`src/sv/ocn_pkg.sv`:
```
package ocn_pkg;

  localparam int COMP_FRAC_BITS = 14;
  localparam int NORM_GUARD     = 16;
  localparam int HW_W           = 5;
  localparam int CODE_W         = 32;
  localparam int COMP_W         = 16;
  localparam int HALF_MIN       = 2;
  localparam int HALF_MAX       = 16;
  localparam int HALF_RESET     = 8;
  localparam int LANES          = 3;

  localparam int DEN_W     = HALF_MAX - 1;
  localparam int MAG_W     = COMP_W + 1;
  localparam int PROD_W    = 32;
  localparam int N2_W      = 32;
  localparam int ROOT_W    = N2_W / 2 + NORM_GUARD;
  localparam int DVS_W     = ROOT_W + 1;
  localparam int QUOT_W    = COMP_FRAC_BITS + 2;
  localparam int NUM_SHIFT = COMP_FRAC_BITS + NORM_GUARD + 1;
  localparam int DVD_W     = DVS_W + QUOT_W - 1;

  localparam logic CMD_ENCODE = 1'b0;
  localparam logic CMD_DECODE = 1'b1;

  typedef struct packed {
    logic             cmd;
    logic             zero;
    logic [LANES-1:0] neg;
  } ocn_tag_t;

  typedef struct packed {
    ocn_tag_t                     tag;
    logic [LANES-1:0][DVD_W-1:0]  num;
    logic [DVS_W-1:0]             dvs;
  } ocn_side_t;

  function automatic logic [HW_W-1:0] eff_half(input logic [HW_W-1:0] hw);
    logic [HW_W-1:0] h;
    h = hw;
    if (hw < HW_W'(HALF_MIN)) h = HW_W'(HALF_MIN);
    if (hw > HW_W'(HALF_MAX)) h = HW_W'(HALF_MAX);
    return h;
  endfunction

  function automatic logic [DEN_W-1:0] den_of(input logic [HW_W-1:0] he);
    logic [COMP_W:0] one;
    one = (COMP_W + 1)'(1) << (he - HW_W'(1));
    return DEN_W'(one - (COMP_W + 1)'(1));
  endfunction

  function automatic logic [COMP_W-1:0] mask_of(input logic [HW_W-1:0] he);
    logic [COMP_W:0] full;
    full = (COMP_W + 1)'(1) << he;
    return COMP_W'(full - (COMP_W + 1)'(1));
  endfunction

endpackage

```
`src/sv/ocn_front.sv`:
```
module ocn_front (
  input  logic                        clk,
  input  logic                        rst_n,
  input  logic                        en,
  input  logic [ocn_pkg::HW_W-1:0]    half_width,
  input  logic                        in_valid,
  input  logic                        in_cmd,
  input  logic signed [ocn_pkg::COMP_W-1:0] in_vec_x,
  input  logic signed [ocn_pkg::COMP_W-1:0] in_vec_y,
  input  logic signed [ocn_pkg::COMP_W-1:0] in_vec_z,
  input  logic [ocn_pkg::CODE_W-1:0]  in_code_in,
  output logic                        out_valid,
  output logic [ocn_pkg::N2_W-1:0]    out_n2,
  output ocn_pkg::ocn_side_t          out_side
);
  import ocn_pkg::*;

  function automatic logic [DEN_W-1:0] fld_mag(input logic [COMP_W-1:0] raw, input logic neg,
                                               input logic [HW_W-1:0] he,
                                               input logic [DEN_W-1:0] den);
    logic [COMP_W:0] full;
    logic [COMP_W:0] m;
    full = (COMP_W + 1)'(1) << he;
    m = neg ? full - {1'b0, raw} : {1'b0, raw};
    if (m > (COMP_W + 1)'(den)) m = (COMP_W + 1)'(den);
    return DEN_W'(m);
  endfunction

  logic [HW_W-1:0]   he;
  logic [DEN_W-1:0]  den;
  logic [COMP_W-1:0] mask;
  logic [3:0]        sbit;
  logic [COMP_W-1:0] u_raw, v_raw;

  // stage 1: magnitudes and signs
  logic                          s1_v_r, s1_cmd_r, s1_cmd_nxt;
  logic [LANES-1:0]              s1_neg_r, s1_neg_nxt;
  logic [LANES-1:0][COMP_W-1:0]  s1_a_r, s1_a_nxt;

  always_comb begin
    he    = eff_half(half_width);
    den   = den_of(he);
    mask  = mask_of(he);
    sbit  = 4'(he - HW_W'(1));
    u_raw = COMP_W'(in_code_in >> he) & mask;
    v_raw = in_code_in[COMP_W-1:0] & mask;
    s1_cmd_nxt = in_cmd;
    if (in_cmd == CMD_DECODE) begin
      s1_neg_nxt = {1'b0, v_raw[sbit], u_raw[sbit]};
      s1_a_nxt[0] = COMP_W'(fld_mag(u_raw, u_raw[sbit], he, den));
      s1_a_nxt[1] = COMP_W'(fld_mag(v_raw, v_raw[sbit], he, den));
      s1_a_nxt[2] = '0;
    end else begin
      s1_neg_nxt = {in_vec_z[COMP_W-1], in_vec_y[COMP_W-1], in_vec_x[COMP_W-1]};
      s1_a_nxt[0] = in_vec_x[COMP_W-1] ? COMP_W'(-in_vec_x) : COMP_W'(in_vec_x);
      s1_a_nxt[1] = in_vec_y[COMP_W-1] ? COMP_W'(-in_vec_y) : COMP_W'(in_vec_y);
      s1_a_nxt[2] = in_vec_z[COMP_W-1] ? COMP_W'(-in_vec_z) : COMP_W'(in_vec_z);
    end
  end

  always_ff @(posedge clk) begin
    if (!rst_n) begin
      s1_v_r <= 1'b0;
    end else if (en) begin
      s1_v_r <= in_valid;
    end
  end

  always_ff @(posedge clk) begin
    if (en) begin
      s1_cmd_r <= s1_cmd_nxt;
      s1_neg_r <= s1_neg_nxt;
      s1_a_r   <= s1_a_nxt;
    end
  end

  // stage 2: l1 norm, fold
  logic                          s2_v_r;
  ocn_tag_t                      s2_tag_r, s2_tag_nxt;
  logic [LANES-1:0][MAG_W-1:0]   s2_m_r, s2_m_nxt;
  logic [MAG_W-1:0]              s2_l1_r, s2_l1_nxt;
  logic [MAG_W-1:0]              dsum;
  logic                          zfold;

  always_comb begin
    dsum = MAG_W'(s1_a_r[0]) + MAG_W'(s1_a_r[1]);
    zfold = dsum > MAG_W'(den);
    s2_tag_nxt.cmd = s1_cmd_r;
    s2_l1_nxt = dsum + MAG_W'(s1_a_r[2]);
    if (s1_cmd_r == CMD_DECODE) begin
      s2_tag_nxt.zero = 1'b0;
      s2_tag_nxt.neg  = {zfold, s1_neg_r[1:0]};
      s2_m_nxt[0] = zfold ? MAG_W'(den) - MAG_W'(s1_a_r[1]) : MAG_W'(s1_a_r[0]);
      s2_m_nxt[1] = zfold ? MAG_W'(den) - MAG_W'(s1_a_r[0]) : MAG_W'(s1_a_r[1]);
      s2_m_nxt[2] = zfold ? dsum - MAG_W'(den) : MAG_W'(den) - dsum;
    end else begin
      s2_tag_nxt.zero = (s2_l1_nxt == '0);
      s2_tag_nxt.neg  = {1'b0, s1_neg_r[1:0]};
      s2_m_nxt[0] = s1_neg_r[2] ? MAG_W'(s1_a_r[0]) + MAG_W'(s1_a_r[2]) : MAG_W'(s1_a_r[0]);
      s2_m_nxt[1] = s1_neg_r[2] ? MAG_W'(s1_a_r[1]) + MAG_W'(s1_a_r[2]) : MAG_W'(s1_a_r[1]);
      s2_m_nxt[2] = '0;
    end
  end

  always_ff @(posedge clk) begin
    if (!rst_n) begin
      s2_v_r <= 1'b0;
    end else if (en) begin
      s2_v_r <= s1_v_r;
    end
  end

  always_ff @(posedge clk) begin
    if (en) begin
      s2_tag_r <= s2_tag_nxt;
      s2_m_r   <= s2_m_nxt;
      s2_l1_r  <= s2_l1_nxt;
    end
  end

  // stage 3: products
  logic                          s3_v_r;
  ocn_tag_t                      s3_tag_r;
  logic [LANES-1:0][MAG_W-1:0]   s3_m_r;
  logic [MAG_W-1:0]              s3_l1_r;
  logic [LANES-1:0][PROD_W-1:0]  s3_p_r, s3_p_nxt;

  always_comb begin
    for (int i = 0; i < LANES; i++) begin
      s3_p_nxt[i] = PROD_W'(s2_m_r[i] *
                    ((s2_tag_r.cmd == CMD_DECODE) ? s2_m_r[i] : MAG_W'(den)));
    end
  end

  always_ff @(posedge clk) begin
    if (!rst_n) begin
      s3_v_r <= 1'b0;
    end else if (en) begin
      s3_v_r <= s2_v_r;
    end
  end

  always_ff @(posedge clk) begin
    if (en) begin
      s3_tag_r <= s2_tag_r;
      s3_m_r   <= s2_m_r;
      s3_l1_r  <= s2_l1_r;
      s3_p_r   <= s3_p_nxt;
    end
  end

  // stage 4: dividends or sum of squares
  logic                 s4_v_r;
  ocn_side_t            s4_side_r, s4_side_nxt;
  logic [N2_W-1:0]      s4_n2_r, s4_n2_nxt;

  always_comb begin
    s4_side_nxt.tag = s3_tag_r;
    if (s3_tag_r.cmd == CMD_DECODE) begin
      s4_n2_nxt = N2_W'(s3_p_r[0]) + N2_W'(s3_p_r[1]) + N2_W'(s3_p_r[2]);
      for (int i = 0; i < LANES; i++) s4_side_nxt.num[i] = DVD_W'(s3_m_r[i]);
      s4_side_nxt.dvs = '0;
    end else begin
      s4_n2_nxt = '0;
      for (int i = 0; i < LANES - 1; i++) begin
        s4_side_nxt.num[i] = DVD_W'({s3_p_r[i], 1'b0}) + DVD_W'(s3_l1_r);
      end
      s4_side_nxt.num[LANES-1] = '0;
      s4_side_nxt.dvs = DVS_W'({s3_l1_r, 1'b0});
    end
  end

  always_ff @(posedge clk) begin
    if (!rst_n) begin
      s4_v_r <= 1'b0;
    end else if (en) begin
      s4_v_r <= s3_v_r;
    end
  end

  always_ff @(posedge clk) begin
    if (en) begin
      s4_side_r <= s4_side_nxt;
      s4_n2_r   <= s4_n2_nxt;
    end
  end

  assign out_valid = s4_v_r;
  assign out_n2    = s4_n2_r;
  assign out_side  = s4_side_r;

endmodule

```
`config.mk`:
```
export PLATFORM = sky130hd
export DESIGN_NAME = ocn_front
export DESIGN_NICKNAME = d
export VERILOG_FILES = /design/src/sv/ocn_pkg.sv /design/src/sv/ocn_front.sv
export SDC_FILE = /design/constraint.sdc
export NUM_CORES = 2
export LEC_CHECK = 0
export BUFFER_PORTS_ARGS = -buffer_cell sky130_fd_sc_hd__buf_4
export CORE_MARGIN = 5
export CORE_UTILIZATION = 58
export CTS_CLUSTER_DIAMETER = 80
export CTS_CLUSTER_SIZE = 20
export DETAILED_ROUTE_END_ITERATION = 8
export PLACE_DENSITY = 0.88
export SLEW_MARGIN = 20
export SYNTH_ARGS = -nofsm -noshare
export SYNTH_HDL_FRONTEND = slang
export SYNTH_SLANG_ARGS = --single-unit
```
`constraint.sdc`:
```
create_clock -name clk -period 9.75 [get_ports clk]
set_input_delay 1.95 -clock clk [delete_from_list [all_inputs] [get_ports clk]]
set_output_delay 1.95 -clock clk [all_outputs]
set_load 0.02 [all_outputs]
```
Word-level counts from Yosys, hierarchy flattened --
Cells that the tools add are included.
Storage, ports and cells: register bits after elaboration 498, input bits 90, output and inout port bits 215, word-level logic and storage cells 109
Cells by class: $add $sub $neg 20, $mul 3, magnitude comparators 6, shifts and indexed selects 3, multiplexer cells 25, bitwise gates (word level) 5, reductions and logical operators 4
Operators with widths (count):
- 17-bit two-way mux | 10
- 98-bit two-way mux | 1
- 17-bit by 17-bit multiplier with 32-bit output | 3
- 33-bit by 17-bit adder with 34-bit output | 2
- 32-bit adder | 2
- 15-bit two-way mux | 4
- 16-bit by 16-bit adder with 17-bit output | 3
- 17-bit by 15-bit greater-than comparator with 1-bit output | 3
- 16-bit negator | 3
- 34-bit two-way mux | 1
- 15-bit by 16-bit subtractor with 17-bit output | 2
- 17-bit by 16-bit subtractor with 17-bit output | 2
- 16-bit bitwise AND | 2
- 32-bit by 5-bit >> shifter with 16-bit output | 1
- 31-bit two-way mux | 1
- 17-bit by 16-bit adder with 17-bit output | 1
- 17-bit logical NOT | 1
- 1-bit by 5-bit << shifter with 17-bit output (first input constant) | 1
- 15-bit by 17-bit subtractor with 17-bit output | 1
- 17-bit by 15-bit subtractor with 17-bit output | 1
- 16-bit two-way mux | 1
- 16-bit by 1-bit subtractor with 16-bit output (second input constant) | 1
- 1-bit by 5-bit << shifter with 15-bit output (first input constant) | 1
- 15-bit by 1-bit subtractor with 15-bit output (second input constant) | 1
- 10 further kinds | 17

Longest topological paths before layout --
word-level depth 12, gate-level depth with buffers 39, gate-level depth less buffers 34

Worst setup path after synthesis --
Ideal clock, no wire load.
kind input to register, start point in half_width[4] (netlist name), end point reg s3_p_r[95] (netlist name) (data pin), library setup time 0.262 ns, data arrival time 9.738 ns, required time 9.488 ns, slack -0.250 ns, stages 35, buffers on the path 4, cells stage by stage buf_6 -> buf_6 -> a2111oi_0 -> buf_2 -> inv_2 -> ha_1 -> nor4_1 -> a21oi_1 -> o21ai_0 -> nor2_1 -> a21oi_1 -> clkbuf_1 -> nand2_1 -> fa_1 -> inv_1 -> fa_1 -> fa_1 -> fa_1 -> fa_1 -> inv_1 -> fa_1 -> inv_1 -> ha_1 -> a21o_1 -> a21oi_1 -> nand2_1 -> a21oi_1 -> nor2b_1 -> o221ai_1 -> a21boi_0 -> o21ai_0 -> a21o_1 -> nand2_1 -> o31ai_1 -> xnor2_1
RTL lines:
- start: declaration | RTL line ocn_front.sv:5 | input logic [ocn_pkg::HW_W-1:0] half_width,
- end signal: assignment | RTL line ocn_front.sv:148 | s3_p_r <= s3_p_nxt;
- end: declaration | RTL line ocn_front.sv:126 | logic [LANES-1:0][PROD_W-1:0] s3_p_r, s3_p_nxt;

==> reports/metrics.cfg <==
[detailed_routing]
wl_mm = 182.0
dr.pass1.iters = 6
ant_nets = 0
remaining_drc_errors = 0
num_vias = 48140
routedWlPerCell_um = 22.64
drt_iter0_drc = 4838
viasPerCell = 5.988

[sta]
hold_viol = 0
layout_min_cycle_time_ns = 9.146
final.setup.worst_slack_ns = 0.6042
fin_worst_skew_ns = 0.05550
period_share = 0.9380
tightest_slew_ns = 1.137
rsz0062_at_grt = false
max_clock_freq_mhz = 109.3
final_max_slew_viol_count = 0
finalSetupViolCount = 0
max_slew_margin = 0.2370
totalNegativeSetupSlack_ns = 0

[worst_setup_path]
cp_num_buf_inv = 9
slowest_delay_ns = 0.58
path_class = input port to register
critPathTopFamily = compound AO/OA/AOI/OAI gates
crit_fanout = 6
end_kind = register
crit_slowest_cell = nor2_2
worstSetupStartpointType = input port
cp.arrival_ns = 9.53
cpMostUsedCell = ha_1
worstPathRequired_ns = 10.14

[synthesis]
ys_warn_count = 0
synth-edff-count = 433
synth_ff_type = edfxtp_1
syn_area_mm2 = 0.05912
yosysTopAreaCellShare = 0.2407
synth_seq_area_share = 0.2213
async_flop_share = 0
synth_cells = 6367
ys_ff_latch = 437
synth_top_cell_by_area = fa_1
synth.distinct_cells = 117
synth_area_leaders = fa_1 24%, edfxtp_1 22%, ha_1 11%
syn_avg_cell_area_um2 = 9.286

[floorplanning]
num_io_pins = 305
dieWidth_um = 329.3
die_area_mm2 = 0.1084
initial_core_util = 0.5828
fp-row-count = 117
die_y_um = 329.3
core_area_mm2 = 0.1014

[grt]
gr-total-overflow = 0
antenna_found_initial = 7
grt.met3_usage = 0.08172
grt_util_all_layers = 0.3339
grt_pass1_vias = 50010
grt_first_pass_wirelength_mm = 281.1
grt_max_degree = 158
use_met2 = 0.5416
met1_usage = 0.4118
grt_busiest_layer = met2

[finish]
area_growth_pct = 8.842
drive_gt1_frac = 0.09793
mostFrequentLayoutCells = 1056 x inv_1, 752 x nand2_1, 711 x fa_1
instances_no_fill = 8039
fin_nets = 7970
fillers = 7993
final_common_cell = inv_1

[cts]
cts_tree = done
clk_pin_slew_ns = 0.08
h-tree-depth = 1
insertion_delay_ns = 0.67
cts_made_buffers = 31
cts_buffer_depth = 3
cts_setup_buffers = 0
cts_root_buf = clkbuf_16
cts.sinks = 437

[placed_design]
place.gp.congestion = 1.023
place_hpwl_mm = 145.7
pre_cts_ws_ns = -0.1663
portBuffers = 229
place_inst = 7983

[job]
maxCapViolations = 0

[status]
outcome = completed

[worst_hold_path]
min_path_type = register to register

-- logic make-up (layout without fill, tap and decap cells) --
logic type,count (synthesis),count (layout),share of synthesized area
buf+inv,1388,1607,0.09485
other cells,2,87,0.0001270
mux,75,75,0.01566
fa+ha+maj,1232,1232,0.3510
simple gates,1864,1864,0.1511
xor+xnor,282,282,0.04178
compound gates,1087,1087,0.1242
flops,437,437,0.2213
-- sequential cells by signal, indices dropped and copies added, names as in the netlist, 3 cells and up --
signal,flops
out_side,107
s3_p_r,96
s2_m_r,51
s3_m_r,51
s1_a_r,48
out_n2,32
s2_l1_r,17
s3_l1_r,17
s2_tag_r,5
s3_tag_r,5
s1_neg_r,3
-- worst reg2reg max path: stages (launching register included) --
cell	delay (ns)
edfxtp_1	1.02
inv_1	0.35
a21oi_1	0.82
nand2_1	0.17
fa_1	0.54
fa_1	0.59
fa_1	0.47
fa_1	0.56
inv_1	0.06
fa_1	0.48
inv_1	0.05
fa_1	0.53
inv_1	0.05
ha_1	0.28
a21o_1	0.18
a21oi_1	0.14
inv_1	0.07
a221oi_1	0.31
buf_4	0.17
o31ai_1	0.11
a2bb2oi_1	0.19
a2111oi_0	0.36
o21bai_1	0.14
a21oi_1	0.19
xnor2_1	0.09
-- cell type report --
class                   count  area, um^2  area share
multi-input cells        4624       40790      0.6338
flip-flops and latches    437       13080      0.2033
clock buffers              40       819.5     0.01274
clock inverters            13       185.2    0.002878
well taps                1368        1712     0.02660
repair buffers            494        3779     0.05872
diodes                      3       7.507   0.0001167
inverters                1060        3979     0.06183
-- per-layer routing --
| metal | wire length (um) | part of all wire |
|---|---|---|
| met1 | 66390 | 0.36 |
| met2 | 82400 | 0.45 |
| met3 | 20440 | 0.11 |
| met4 | 12750 | 0.070 |
| met5 | 10 | 0.000055 |
-- stage by stage --
| step | hold slack, ns | instance area, um^2 | util |
|---|---|---|---|
| detailed placement | 0.4045 | 63330 | 0.6243 |
| CTS | 0.4165 | 64340 | 0.6342 |
| global placement | 0.4019 | 63330 | 0.6243 |
| finish | 0.4231 | 64350 | 0.6343 |
| global route | 0.4302 | 64350 | 0.6343 |
| floorplan | 0.4003 | 59460 | - |
-- worst paths after layout --
kind / cells past startpoint / end / from / slack [ns]
worst min-delay path: 0 / s3_tag_r[1] / s2_tag_r[1] / 0.42
worst max register to register: 24 / s3_p_r[62] / s2_m_r[20] / 1.63
worst min register to register: 0 / s3_tag_r[1] / s2_tag_r[1] / 0.42
worst max-delay path: 35 / s3_p_r[94] / half_width[0] / 0.60
-- cell usage after synthesis, types with 53 or more instances --
library cell / number
nand3_1: 63
nand2b_1: 53
nor2b_1: 66
buf_4: 80
ha_1: 521
clkbuf_1: 194
xor2_1: 86
nor2_1: 319
a21o_1: 95
nand2_1: 752
and2_1: 357
nor3_1: 74
a21oi_1: 292
fa_1: 711
xnor2_1: 196
inv_1: 1056
edfxtp_1: 433
o21ai_0: 228
-- timing repair --
item / in CTS / in global routing
hold buffers: 0 / 0
hold endpoints to repair: 0 / 0
setup endpoints to repair: 0 / 1
gates resized for setup: 0 / 1
Power is not shown: default switching activity piles up to over one toggle a cycle in this logic, so the estimate is an artifact.
